### src/rtl/core/bpdc_pkg.sv
// Shared types, widths and register codes for the buck PI duty controller.
package bpdc_pkg;

  // Field and datapath widths
  localparam int SAMPLE_BITS    = 12;
  localparam int GAIN_FRAC_BITS = 24;
  localparam int CLAMP_BITS     = 12;
  localparam int STEP_MIN_BITS  = 13;
  localparam int TRIP_BITS      = 13;
  localparam int ERR_W          = SAMPLE_BITS + 1;
  localparam int ESUM_W         = ERR_W + 1;
  localparam int STEP_W         = GAIN_FRAC_BITS + 1 + ESUM_W;
  localparam int PROP_W         = GAIN_FRAC_BITS + 1 + ERR_W;
  localparam int INTEG_W        = 48;
  localparam int TOTAL_W        = INTEG_W + 1;

  // APB port
  localparam int ADDR_W = 5;
  localparam int DATA_W = 32;

  // Register reset values
  localparam logic [SAMPLE_BITS-1:0]    SETPOINT_RST   = SAMPLE_BITS'(3031);
  localparam logic [GAIN_FRAC_BITS-1:0] PROP_GAIN_RST  = GAIN_FRAC_BITS'(1678);
  localparam logic [GAIN_FRAC_BITS-1:0] INT_GAIN_RST   = GAIN_FRAC_BITS'(923);
  localparam logic [CLAMP_BITS-1:0]     STEP_MAX_RST   = CLAMP_BITS'(1500);
  localparam logic [STEP_MIN_BITS-1:0]  STEP_MIN_RST   = '0;
  localparam logic [CLAMP_BITS-1:0]     OUT_MAX_RST    = CLAMP_BITS'(1500);
  localparam logic [CLAMP_BITS-1:0]     PERIOD_RST     = CLAMP_BITS'(1500);
  localparam logic [TRIP_BITS-1:0]      TRIP_LEVEL_RST = TRIP_BITS'(4096);

  // Register index codes
  typedef enum logic [2:0] {
    REG_SETPOINT   = 3'd0,
    REG_PROP_GAIN  = 3'd1,
    REG_INT_GAIN   = 3'd2,
    REG_STEP_MAX   = 3'd3,
    REG_STEP_MIN   = 3'd4,
    REG_OUT_MAX    = 3'd5,
    REG_PERIOD     = 3'd6,
    REG_TRIP_LEVEL = 3'd7
  } reg_idx_t;

  // Input word
  typedef struct packed {
    logic [SAMPLE_BITS-1:0] sample;
    logic                   run;
  } in_word_t;

  // Result word
  typedef struct packed {
    logic [CLAMP_BITS-1:0] compare;
    logic [CLAMP_BITS-1:0] drive;
    logic                  trip;
  } out_word_t;

  // Configuration bundle from the register block
  typedef struct packed {
    logic [SAMPLE_BITS-1:0]    setpoint;
    logic [GAIN_FRAC_BITS-1:0] prop_gain;
    logic [GAIN_FRAC_BITS-1:0] int_gain;
    logic [CLAMP_BITS-1:0]     step_max;
    logic [STEP_MIN_BITS-1:0]  step_min;
    logic [CLAMP_BITS-1:0]     out_max;
    logic [CLAMP_BITS-1:0]     period;
    logic [TRIP_BITS-1:0]      trip_level;
  } cfg_t;

endpackage

### src/rtl/core/buck_pi_duty_controller.sv
// Top level of the buck PI duty controller: four-stage PI datapath and APB registers.
//
//   channel  direction  handshake             word
//   in       input      in_valid / in_stall   in_data  (sample, run)
//   out      output     out_valid / out_stall out_data (compare, drive, trip)
//   cfg      input      APB psel/penable      paddr, pwdata, prdata
//
// One word is taken every cycle while in_stall is low; a run word passes through the
// input register, multiply stage, integrator stage and result register to give its result.
// Sustained rate is one word per cycle while out is not stalled, as the integrator updates once per word.
// Words with run low are taken and dropped. rst is synchronous and empties all stages.
// A stall on out holds the result register; the stages behind it fill, then in_stall rises.
module buck_pi_duty_controller (
  input  logic                         clk,
  input  logic                         rst,
  input  logic                         in_valid,
  output logic                         in_stall,
  input  bpdc_pkg::in_word_t           in_data,
  output logic                         out_valid,
  input  logic                         out_stall,
  output bpdc_pkg::out_word_t          out_data,
  input  logic                         psel,
  input  logic                         penable,
  input  logic                         pwrite,
  input  logic [bpdc_pkg::ADDR_W-1:0]  paddr,
  input  logic [bpdc_pkg::DATA_W-1:0]  pwdata,
  output logic [bpdc_pkg::DATA_W-1:0]  prdata,
  output logic                         pready
);

  localparam int SB  = bpdc_pkg::SAMPLE_BITS;
  localparam int GF  = bpdc_pkg::GAIN_FRAC_BITS;
  localparam int EW  = bpdc_pkg::ERR_W;
  localparam int SW  = bpdc_pkg::ESUM_W;
  localparam int STW = bpdc_pkg::STEP_W;
  localparam int PW  = bpdc_pkg::PROP_W;
  localparam int IW  = bpdc_pkg::INTEG_W;
  localparam int TW  = bpdc_pkg::TOTAL_W;
  localparam int CB  = bpdc_pkg::CLAMP_BITS;
  localparam int MB  = bpdc_pkg::STEP_MIN_BITS;

  localparam logic signed [IW-1:0] INTEG_MAX = {1'b0, {(IW-1){1'b1}}};
  localparam logic signed [IW-1:0] INTEG_MIN = {1'b1, {(IW-1){1'b0}}};

  bpdc_pkg::cfg_t cfg;

  bpdc_regs u_regs (
    .clk     (clk),
    .rst     (rst),
    .psel    (psel),
    .penable (penable),
    .pwrite  (pwrite),
    .paddr   (paddr),
    .pwdata  (pwdata),
    .prdata  (prdata),
    .pready  (pready),
    .cfg     (cfg)
  );

  // Stage registers
  logic                    a_valid, b_valid, c_valid, d_valid;
  logic [SB-1:0]           a_sample;
  logic signed [STW-1:0]   b_step;
  logic signed [PW-1:0]    b_prop;
  logic                    b_trip;
  logic signed [PW-1:0]    c_prop;
  logic                    c_trip;
  logic signed [EW-1:0]    prev_error;
  logic signed [IW-1:0]    integ;

  // Flow control: each stage frees up when empty or when it moves on
  logic d_free, c_free, b_free, a_free;
  logic b_ld, c_ld, d_ld, a_ld;

  assign d_free   = !d_valid || !out_stall;
  assign c_free   = !c_valid || d_free;
  assign b_free   = !b_valid || c_free;
  assign a_free   = !a_valid || b_free;
  assign d_ld     = c_valid && d_free;
  assign c_ld     = b_valid && c_free;
  assign b_ld     = a_valid && b_free;
  assign a_ld     = in_valid && a_free && in_data.run;
  assign in_stall = !a_free;

  always_ff @(posedge clk) begin
    if (rst) begin
      a_valid <= 1'b0;
      b_valid <= 1'b0;
      c_valid <= 1'b0;
      d_valid <= 1'b0;
    end else begin
      if (a_free) a_valid <= in_valid && in_data.run;
      if (b_free) b_valid <= a_valid;
      if (c_free) c_valid <= b_valid;
      if (d_free) d_valid <= c_valid;
    end
  end

  // Input register
  always_ff @(posedge clk) begin
    if (a_ld) a_sample <= in_data.sample;
  end

  // Error, error sum and both gain products
  logic signed [EW-1:0]  err;
  logic signed [SW-1:0]  esum;
  logic signed [STW-1:0] step_prod;
  logic signed [PW-1:0]  prop_prod;
  logic                  trip_b;

  always_comb begin
    err       = $signed({1'b0, cfg.setpoint}) - $signed({1'b0, a_sample});
    esum      = $signed({err[EW-1], err}) + $signed({prev_error[EW-1], prev_error});
    step_prod = $signed({1'b0, cfg.int_gain}) * esum;
    prop_prod = $signed({1'b0, cfg.prop_gain}) * err;
    trip_b    = {1'b0, a_sample} > cfg.trip_level;
  end

  always_ff @(posedge clk) begin
    if (rst) begin
      prev_error <= '0;
    end else if (b_ld) begin
      prev_error <= err;
    end
  end

  always_ff @(posedge clk) begin
    if (b_ld) begin
      b_step <= step_prod;
      b_prop <= prop_prod;
      b_trip <= trip_b;
    end
  end

  // Step clamp (upper bound first) and saturating integrator
  logic signed [STW-1:0] step_hi, step_lo, step_c;
  logic signed [IW:0]    acc;
  logic signed [IW-1:0]  integ_next;

  always_comb begin
    step_hi = $signed({{(STW-CB-GF){1'b0}}, cfg.step_max, {GF{1'b0}}});
    step_lo = $signed({{(STW-MB-GF){cfg.step_min[MB-1]}}, cfg.step_min, {GF{1'b0}}});
    if (b_step >= step_hi) begin
      step_c = step_hi;
    end else if (b_step <= step_lo) begin
      step_c = step_lo;
    end else begin
      step_c = b_step;
    end
    acc = $signed({integ[IW-1], integ}) + $signed({{(IW+1-STW){step_c[STW-1]}}, step_c});
    if (acc[IW] != acc[IW-1]) begin
      integ_next = acc[IW] ? INTEG_MIN : INTEG_MAX;
    end else begin
      integ_next = acc[IW-1:0];
    end
  end

  always_ff @(posedge clk) begin
    if (rst) begin
      integ <= '0;
    end else if (c_ld) begin
      integ <= integ_next;
    end
  end

  always_ff @(posedge clk) begin
    if (c_ld) begin
      c_prop <= b_prop;
      c_trip <= b_trip;
    end
  end

  // Drive: integer part, clamped to [0, out_max]; compare floors at zero
  logic signed [TW-1:0] total;
  logic [IW-GF-1:0]     whole;
  logic [CB-1:0]        drive_d;
  logic [CB-1:0]        compare_d;

  always_comb begin
    total = $signed({integ[IW-1], integ}) + $signed({{(TW-PW){c_prop[PW-1]}}, c_prop});
    whole = total[IW-1:GF];
    if (total[TW-1]) begin
      drive_d = '0;
    end else if (whole >= (IW-GF)'(cfg.out_max)) begin
      drive_d = cfg.out_max;
    end else begin
      drive_d = whole[CB-1:0];
    end
    compare_d = (drive_d > cfg.period) ? '0 : cfg.period - drive_d;
  end

  // Result register
  always_ff @(posedge clk) begin
    if (d_ld) begin
      out_data.compare <= compare_d;
      out_data.drive   <= drive_d;
      out_data.trip    <= c_trip;
    end
  end

  assign out_valid = d_valid;

`ifndef SYNTHESIS
  // Drive never exceeds its clamp while a result is shown
  a_drive_clamp: assert property (@(posedge clk) disable iff (rst)
    out_valid |-> out_data.drive <= cfg.out_max)
    else $error("drive above out_max");

  // Compare is period minus drive when drive fits under period
  a_compare: assert property (@(posedge clk) disable iff (rst)
    (out_valid && out_data.drive <= cfg.period) |->
      out_data.compare == cfg.period - out_data.drive)
    else $error("compare does not match period minus drive");

  // Integrator only moves when a word enters the integrator stage
  a_integ_hold: assert property (@(posedge clk) disable iff (rst)
    !c_ld |=> $stable(integ))
    else $error("integrator changed without a word");

  // The input side is only held back when every stage is full and out is stalled
  a_stall_src: assert property (@(posedge clk) disable iff (rst)
    in_stall |-> a_valid && b_valid && c_valid && d_valid && out_stall)
    else $error("input stalled with room in the pipeline");
`endif

endmodule

### src/rtl/core/bpdc_regs.sv
// APB configuration registers of the buck PI duty controller.
module bpdc_regs (
  input  logic                         clk,
  input  logic                         rst,
  input  logic                         psel,
  input  logic                         penable,
  input  logic                         pwrite,
  input  logic [bpdc_pkg::ADDR_W-1:0]  paddr,
  input  logic [bpdc_pkg::DATA_W-1:0]  pwdata,
  output logic [bpdc_pkg::DATA_W-1:0]  prdata,
  output logic                         pready,
  output bpdc_pkg::cfg_t               cfg
);

  bpdc_pkg::reg_idx_t idx;
  logic               wr_en;

  assign idx    = bpdc_pkg::reg_idx_t'(paddr[bpdc_pkg::ADDR_W-1:2]);
  assign wr_en  = psel & penable & pwrite;
  assign pready = 1'b1;

  // Register writes
  always_ff @(posedge clk) begin
    if (rst) begin
      cfg.setpoint   <= bpdc_pkg::SETPOINT_RST;
      cfg.prop_gain  <= bpdc_pkg::PROP_GAIN_RST;
      cfg.int_gain   <= bpdc_pkg::INT_GAIN_RST;
      cfg.step_max   <= bpdc_pkg::STEP_MAX_RST;
      cfg.step_min   <= bpdc_pkg::STEP_MIN_RST;
      cfg.out_max    <= bpdc_pkg::OUT_MAX_RST;
      cfg.period     <= bpdc_pkg::PERIOD_RST;
      cfg.trip_level <= bpdc_pkg::TRIP_LEVEL_RST;
    end else if (wr_en) begin
      unique case (idx)
        bpdc_pkg::REG_SETPOINT:   cfg.setpoint   <= pwdata[bpdc_pkg::SAMPLE_BITS-1:0];
        bpdc_pkg::REG_PROP_GAIN:  cfg.prop_gain  <= pwdata[bpdc_pkg::GAIN_FRAC_BITS-1:0];
        bpdc_pkg::REG_INT_GAIN:   cfg.int_gain   <= pwdata[bpdc_pkg::GAIN_FRAC_BITS-1:0];
        bpdc_pkg::REG_STEP_MAX:   cfg.step_max   <= pwdata[bpdc_pkg::CLAMP_BITS-1:0];
        bpdc_pkg::REG_STEP_MIN:   cfg.step_min   <= pwdata[bpdc_pkg::STEP_MIN_BITS-1:0];
        bpdc_pkg::REG_OUT_MAX:    cfg.out_max    <= pwdata[bpdc_pkg::CLAMP_BITS-1:0];
        bpdc_pkg::REG_PERIOD:     cfg.period     <= pwdata[bpdc_pkg::CLAMP_BITS-1:0];
        bpdc_pkg::REG_TRIP_LEVEL: cfg.trip_level <= pwdata[bpdc_pkg::TRIP_BITS-1:0];
        default: ;
      endcase
    end
  end

  // Read back; step_min is sign extended
  always_comb begin
    unique case (idx)
      bpdc_pkg::REG_SETPOINT:   prdata = bpdc_pkg::DATA_W'(cfg.setpoint);
      bpdc_pkg::REG_PROP_GAIN:  prdata = bpdc_pkg::DATA_W'(cfg.prop_gain);
      bpdc_pkg::REG_INT_GAIN:   prdata = bpdc_pkg::DATA_W'(cfg.int_gain);
      bpdc_pkg::REG_STEP_MAX:   prdata = bpdc_pkg::DATA_W'(cfg.step_max);
      bpdc_pkg::REG_STEP_MIN:   prdata = bpdc_pkg::DATA_W'($signed(cfg.step_min));
      bpdc_pkg::REG_OUT_MAX:    prdata = bpdc_pkg::DATA_W'(cfg.out_max);
      bpdc_pkg::REG_PERIOD:     prdata = bpdc_pkg::DATA_W'(cfg.period);
      bpdc_pkg::REG_TRIP_LEVEL: prdata = bpdc_pkg::DATA_W'(cfg.trip_level);
      default:                  prdata = '0;
    endcase
  end

endmodule
### config.mk
export PLATFORM = sky130hd
export DESIGN_NAME = buck_pi_duty_controller
export DESIGN_NICKNAME = d
export VERILOG_FILES = /design/src/rtl/core/bpdc_pkg.sv /design/src/rtl/core/buck_pi_duty_controller.sv /design/src/rtl/core/bpdc_regs.sv
export SDC_FILE = /design/constraint.sdc
export NUM_CORES = 2
export LEC_CHECK = 0
export BUFFER_PORTS_ARGS = -buffer_cell sky130_fd_sc_hd__clkbuf_2
export CORE_UTILIZATION = 28
export DETAILED_ROUTE_END_ITERATION = 10
export GPL_ROUTABILITY_DRIVEN = 0
export SLEW_MARGIN = 10
export SYNTH_ARGS = -nofsm -noshare
export SYNTH_HDL_FRONTEND = slang
export SYNTH_SLANG_ARGS = --single-unit
export TNS_END_PERCENT = 30
### constraint.sdc
create_clock -name clk -period 14.1 [get_ports clk]
set_clock_uncertainty 0.2 [all_clocks]
set_input_delay 2.82 -clock clk [delete_from_list [all_inputs] [get_ports clk]]
set_output_delay 2.82 -clock clk [all_outputs]
set_load 0.02 [all_outputs]
======== Yosys cells after proc, flatten, opt, wreduce, memory -nomap -nowiden ========
Cells that the tools add are included.
W data, S select, Z words.
storage, ports and cells
  input port bits ......................... 57
  logic and storage cells ................. 77
  register bits ........................... 341
  output and inout bits ................... 60
cells by class
  bitwise logic cells ..................... 2
  add/subtract/negate cells ............... 5
  $lt $le $gt $ge ......................... 5
  multiplexer cells ....................... 7
  reduce and logical (&&, ||, !) cells .... 25
  multipliers ............................. 2
  equal/unequal tests ..................... 8
operator list
  cell                  number
  $pmux W32 S8          1
  $mux W48              2
  $mux W39              2
  $add A48 B38 Y49      1
  $add A48 B39 Y49      1
  $ge A39 B37 Y1        1
  $le A39 B37 Y1        1
  $mul A25 B14 Y39      1
  $mul A25 B13 Y38      1
  $ge A24 B12 Y1        1
  $mux W12              2
  $reduce_and A2 Y1     8
  $add A13 B13 Y14      1
  $gt A12 B13 Y1        1
  $sub A12 B12 Y13      1
  $eq A3 B3 Y1 const B  4
  $gt A12 B12 Y1        1
  $sub A12 B12 Y12      1
  $eq A3 B2 Y1 const B  2
  $logic_and A1 B1 Y1   6
  $logic_not A1 Y1      6
  $logic_or A1 B1 Y1    4
  $eq A3 B1 Y1 const B  1
  $logic_not A3 Y1      1
  other kinds (2)       3

======== Longest topological paths before layout ========
  word-level depth ........................ 7
  depth in mapped cells ................... 46

======== By module ========
A second synthesis with hierarchy kept.
unflattened totals
  cell total of the unflattened synthesis .. 4755
  area, all modules ....................... 42161.7 µm²
by module, submodules not included
  module                   area each (µm²)  cells an instance  instances  sequential area each (µm²)
  buck_pi_duty_controller  36530.0          4046               1          5925.7
  bpdc_regs                5631.7           709                1          2442.3

======== Least setup slack after synthesis ========
OpenSTA, ideal clock, no wires.
  kind .................................... reg2reg
  start ................................... register a_sample[0]
  end ..................................... register b_step[38], data pin
  arrival ................................. 9.160 ns
  stages on the path, launching flop included .. 42
  period minus slack after synthesis ...... 9.624 ns
  setup time .............................. 0.264 ns
  required time ........................... 13.636 ns
  path buffers ............................ 2
  path slack .............................. 4.476 ns
  cell sequence ........................... edfxtp_1 ha_1 fa_1 nor2b_1 o21ai_0 a21boi_0 o21ai_0 a21boi_0 o21ai_0 a21boi_0 o21a_1 o211ai_1 nand2_1 inv_1 buf_1 ha_1 inv_1 or3_1 (+6 left out) inv_1 fa_1 fa_1 fa_1 fa_1 inv_1 fa_1 inv_1 ha_1 a21o_1 a41oi_1 o31ai_1 a31oi_1 o211ai_1 a31oi_1 nor3b_1 a211oi_1 xnor2_1
on the way
  cells in the longest elaborated chain, start to end .. 3
RTL lines
  what                     line                            RTL
  start, declared          buck_pi_duty_controller.sv:62   logic [SB-1:0] a_sample;
  start signal, assigned   buck_pi_duty_controller.sv:101  if (a_ld) a_sample <= in_data.sample;
  $sub A12 B12 Y13         buck_pi_duty_controller.sv:112  err = $signed({1'b0, cfg.setpoint}) - $signed({1'b0, a_sample});
  named net err[12]        buck_pi_duty_controller.sv:105  logic signed [EW-1:0] err;
  $add A13 B13 Y14         buck_pi_duty_controller.sv:113  esum = $signed({err[EW-1], err}) + $signed({prev_error[EW-1], prev_error});
  $mul A25 B14 Y39         buck_pi_duty_controller.sv:114  step_prod = $signed({1'b0, cfg.int_gain}) * esum;
  named net step_prod[38]  buck_pi_duty_controller.sv:107  logic signed [STW-1:0] step_prod;
  end signal, assigned     buck_pi_duty_controller.sv:129  b_step <= step_prod;
  end, declared            buck_pi_duty_controller.sv:63   logic signed [STW-1:0] b_step;
The timed path passes the listed nets, and every way through them passes these cells.
A chain may end at the register's enable or synchronous reset.

======== Worst setup path in the final report ========
  start ................................... register a_sample[0]
  end ..................................... register b_step[38], data pin
on the way
  cells in the longest elaborated chain, start to end .. 3
RTL lines
  what                     line
  $sub A12 B12 Y13         buck_pi_duty_controller.sv:112
  $add A13 B13 Y14         buck_pi_duty_controller.sv:113
  $mul A25 B14 Y39         buck_pi_duty_controller.sv:114
  named net step_prod[38]  buck_pi_duty_controller.sv:107
The timed path passes the listed nets, and every way through them passes these cells.

==> reports/qor.log <==
[cts] largest buffer count on any clock path 3
[layout] antenna diode instance count 0
[logic_synthesis] most common cell in the netlist sky130_fd_sc_hd__nand2_1
[power_and_ir_drop] internal power 4.86 mW
[critical_path] setup slack of the worst register-to-register path 2.13 ns
[power_and_ir_drop] power spent charging and discharging nets 4.54 mW
[power_and_ir_drop] leak pwr 20.8 nW
[sta] actual transition at the worst max-transition pin 1.19 ns
[logic_synthesis] Synthesized Nets 5,682
[layout] sequential cell area 0.00837 sq mm
[critical_path] required time at the worst-slack endpoint 14.28 ns
[critical_path] largest fanout on the critical path 23
[critical_path] Critical Path End Type flip-flop
[worst_hold_path] path type of the worst min-delay path flip-flop to flip-flop
[layout] final-stage net count 5,652
[sta] RSZ-0062 raised after global routing false
[grt] GRT Overall Usage 0.168
[floorplan] die width 388 microns
[critical_path] Critical Path Start Type flip-flop
[logic_synthesis] number of enable-type register cells in the synthesized netlist 154
[cts] cell chosen for the clock root sky130_fd_sc_hd__clkbuf_16
[place] Post-Place Cell Area 0.0444 sq mm
[logic_synthesis] FFs w/ async S/R, synth 0
[sta] final worst path period need 11.97 ns
[logic_synthesis] post-synthesis cell area 0.0418 sq mm
[layout] area of the multi-input gates 0.0302 sq mm
[logic_synthesis] Most used DFF post-synth sky130_fd_sc_hd__dfxtp_1
[logic_synthesis] count of warnings emitted by yosys 0
[critical_path] cell occurring most often along the worst timing path sky130_fd_sc_hd__fa_1
[critical_path] slowest stage delay, CP 0.78 ns
[power_and_ir_drop] power density normalized to cell area 205 mW/mm^2
[sta] fin crit share 0.849
[logic_synthesis] leading cell types by total area after synthesis sky130_fd_sc_hd__fa_1 24%, sky130_fd_sc_hd__ha_1 13%, sky130_fd_sc_hd__edfxtp_1 11%, sky130_fd_sc_hd__dfxtp_1 9.0%, sky130_fd_sc_hd__nand2_1 5.9%
[grt] global-route wire length before repair 196,000 microns
[run_status] run status completed
[power_and_ir_drop] PnR Total Power 9.41 mW
[logic_synthesis] cell count after synthesis 4,687
[cts] cts-stage hold buffer count 0
[logic_synthesis] number of flip-flops and latches in the synthesized netlist 341
[critical_path] Slowest cell on crit path sky130_fd_sc_hd__inv_1
[critical_path] critical path class flip-flop to flip-flop
[critical_path] destination of the worst register-to-register timing path b_step[38]
[worst_hold_path] Hold Crit Depth 0
[detailed_routing] detailed-route vias per instance 5.04
[floorplan] chip height 388 microns
[detailed_routing] TritonRoute pass-1 iters 5
[layout] Final Util 0.309
[power_and_ir_drop] combinational group share of total power 0.717
[worst_hold_path] hold path startpoint b_prop[37]
[grt] global-route met3 utilization 0.0305
[run] total of max-cap violations 0
[layout] share of post-route cells with drive strength above 1 0.0640
[sta] Final Hold Fails 0
[logic_synthesis] distinct cell type count of the synthesized netlist 84
[detailed_routing] antenna violation net count after detailed routing 0
[detailed_routing] DRC 0
[floorplan] I/O pin cnt 117
[layout] number of fill cells 15.4k
[critical_path] reg2reg start a_sample[0]
[logic_synthesis] Synth Area per Inst 8.92 sq um
[detailed_routing] post-DR wirelength/cell 19.3 microns
[logic_synthesis] Seq/Total Area, Yosys 0.200
[grt] busiest layer in global routing met2
[power_and_ir_drop] share of total power in sequential cells 0.162
[logic_synthesis] cell accounting for the most synthesized area sky130_fd_sc_hd__fa_1
[detailed_routing] Starting DRT DRC Count 2,712
[cts] CTS clock-pin slew for the worst setup and hold paths 0.07 ns
[grt] number of global-route vias before repair 33.2k
[sta] worst-case headroom to the max-slew limit 0.208
[floorplan] Initial Utilization 0.283
[grt] number of antenna violations at the first check in global routing 5
[grt] grt met1 use 0.237
[cts] H-tree level count 2
[cts] CTS tree yes
[cts] buffers inserted by post-CTS timing repair 0
[cts] post-cts resize count 0
[layout] post-route cell area 0.0458 sq mm
[critical_path] arrival time worst endpoint 12.15 ns
[sta] max frequency 83.5 MHz
[sta] count of final setup violators 0
[place] detailed placer's ending HPWL 100,000 microns
[detailed_routing] wire length reported by the detailed router 128,000 microns
[worst_hold_path] Hold Path End c_prop[37]
[grt] maximum number of pins on one net before global-route repair 89
[power_and_ir_drop] Sw Share 0.483
[cts] worst-skew pair later-pin latency 0.64 ns
[cts] Num CTS Buffers 39
[power_and_ir_drop] Worst IR Drop VDD 0.000503 V
[power_and_ir_drop] Clock power frac 0.121
[grt] met2 Track Usage GR 0.256
[floorplan] area enclosed by the die boundary 0.151 sq mm
[cts] # clock sinks 341
[floorplan] Core Rows 141
[sta] final-layout setup total negative slack 0 ns
[layout] Area growth syn-to-layout 9.51%
[sta] Slew Viols, Final 0
[logic_synthesis] area share of the largest cell type after synthesis 0.243
[floorplan] area of the core region 0.148 sq mm
[logic_synthesis] commonest cells in the synthesized netlist 658 x sky130_fd_sc_hd__nand2_1, 653 x sky130_fd_sc_hd__inv_1, 508 x sky130_fd_sc_hd__fa_1, 430 x sky130_fd_sc_hd__ha_1, 267 x sky130_fd_sc_hd__a21oi_1
[place] port buffer count 105
[critical_path] reg2reg path depth 35
[grt] global route total overflow 0
[detailed_routing] Vias 33.4k
## how the worst max path moves through the flow
stage | slack, ns | end | cells after the start | startpoint
detailed placement | 2.28 | b_step[38] | 35 | a_sample[0]
global route | 1.49 | b_step[38] | 35 | a_sample[0]
global placement | 2.33 | b_step[38] | 35 | a_sample[0]
floorplan | 4.48 | b_step[38] | 41 | a_sample[0]
finish | 2.13 | b_step[38] | 35 | a_sample[0]
CTS | 2.25 | b_step[38] | 35 | a_sample[0]
## layout by cell type, fill, tap and decap left out, types with 96 or more instances in the layout
| cell | count |
|---|---|
| sky130_fd_sc_hd__dfxtp_1 | 187 |
| sky130_fd_sc_hd__ha_1 | 430 |
| sky130_fd_sc_hd__nor2_1 | 202 |
| sky130_fd_sc_hd__and2_1 | 190 |
| sky130_fd_sc_hd__a21oi_1 | 267 |
| sky130_fd_sc_hd__inv_1 | 652 |
| sky130_fd_sc_hd__edfxtp_1 | 154 |
| sky130_fd_sc_hd__nand2_1 | 658 |
| sky130_fd_sc_hd__clkbuf_2 | 104 |
| sky130_fd_sc_hd__fa_1 | 508 |
| sky130_fd_sc_hd__o21ai_0 | 138 |
| sky130_fd_sc_hd__nand3_1 | 96 |
## power groups by stage
stage,Combinational [mW],Clock [mW],Sequential (mW)
2_1_floorplan,5.03,0,1.50
3_3_place_gp,6.60,0,1.54
3_5_place_dp,6.72,0,1.54
4_1_cts,6.76,1.16,1.52
5_1_grt,7.60,1.20,1.53
6_report,6.75,1.14,1.52
## worst max-delay path, delay by kind of cell (launching register included)
kind,cells,cell delay [ns]
buffers and inverters,6,1.61
xor gates and xnor gates,1,0.11
AOI/OAI and AO/OA,17,4.39
and+or+nand+nor,1,0.10
DFF,1,0.55
adders and majority gates,10,4.75
## state kept, by name, indices dropped and copies added (netlist names)
name,flops
u_regs.cfg,122
integ,48
b_step,39
b_prop,38
c_prop,38
out_data,25
prev_error,13
a_sample,12
a_valid,1
b_trip,1
b_valid,1
c_trip,1
c_valid,1
out_valid,1
## area by class of cell
type	count	area share
clock buffer	41	0.0215
clock inverter	31	0.00904
tap	1930	0.0527
multi-input combinational	3454	0.659
timing repair buffer	165	0.0214
inverter	656	0.0539
sequential	341	0.183
## cells by family (layout without fill, tap and decap cells)
logic type / after synthesis / count (layout) / share of synthesized area
compound gates: 811 / 811 / 0.124
other cells: 1 / 1 / 0.0000897
simple gates: 1440 / 1440 / 0.161
mux: 90 / 90 / 0.0239
xor+xnor: 135 / 135 / 0.0283
fa+ha+maj: 977 / 977 / 0.381
buf+inv: 892 / 893 / 0.0813
flops: 341 / 341 / 0.200
## routing by layer
metal / part of all wire / routed length (microns)
met1: 0.45 / 57900
met4: 0.038 / 4910
met3: 0.077 / 9910
met2: 0.43 / 55100
met5: 0.000078 / 10
## metrics by stage
step | hold slack [ns] | worst slack (ns) | std cells
after floorplan | 0.200 | 4.48 | 4687
after global placement | 0.201 | 2.33 | 6546
after detailed placement | 0.205 | 2.28 | 6546
after CTS | 0.212 | 2.25 | 6618
after global routing | 0.209 | 1.49 | 6618
final | 0.217 | 2.13 | 6618
Note: power is estimated with default switching activity, not from simulation.
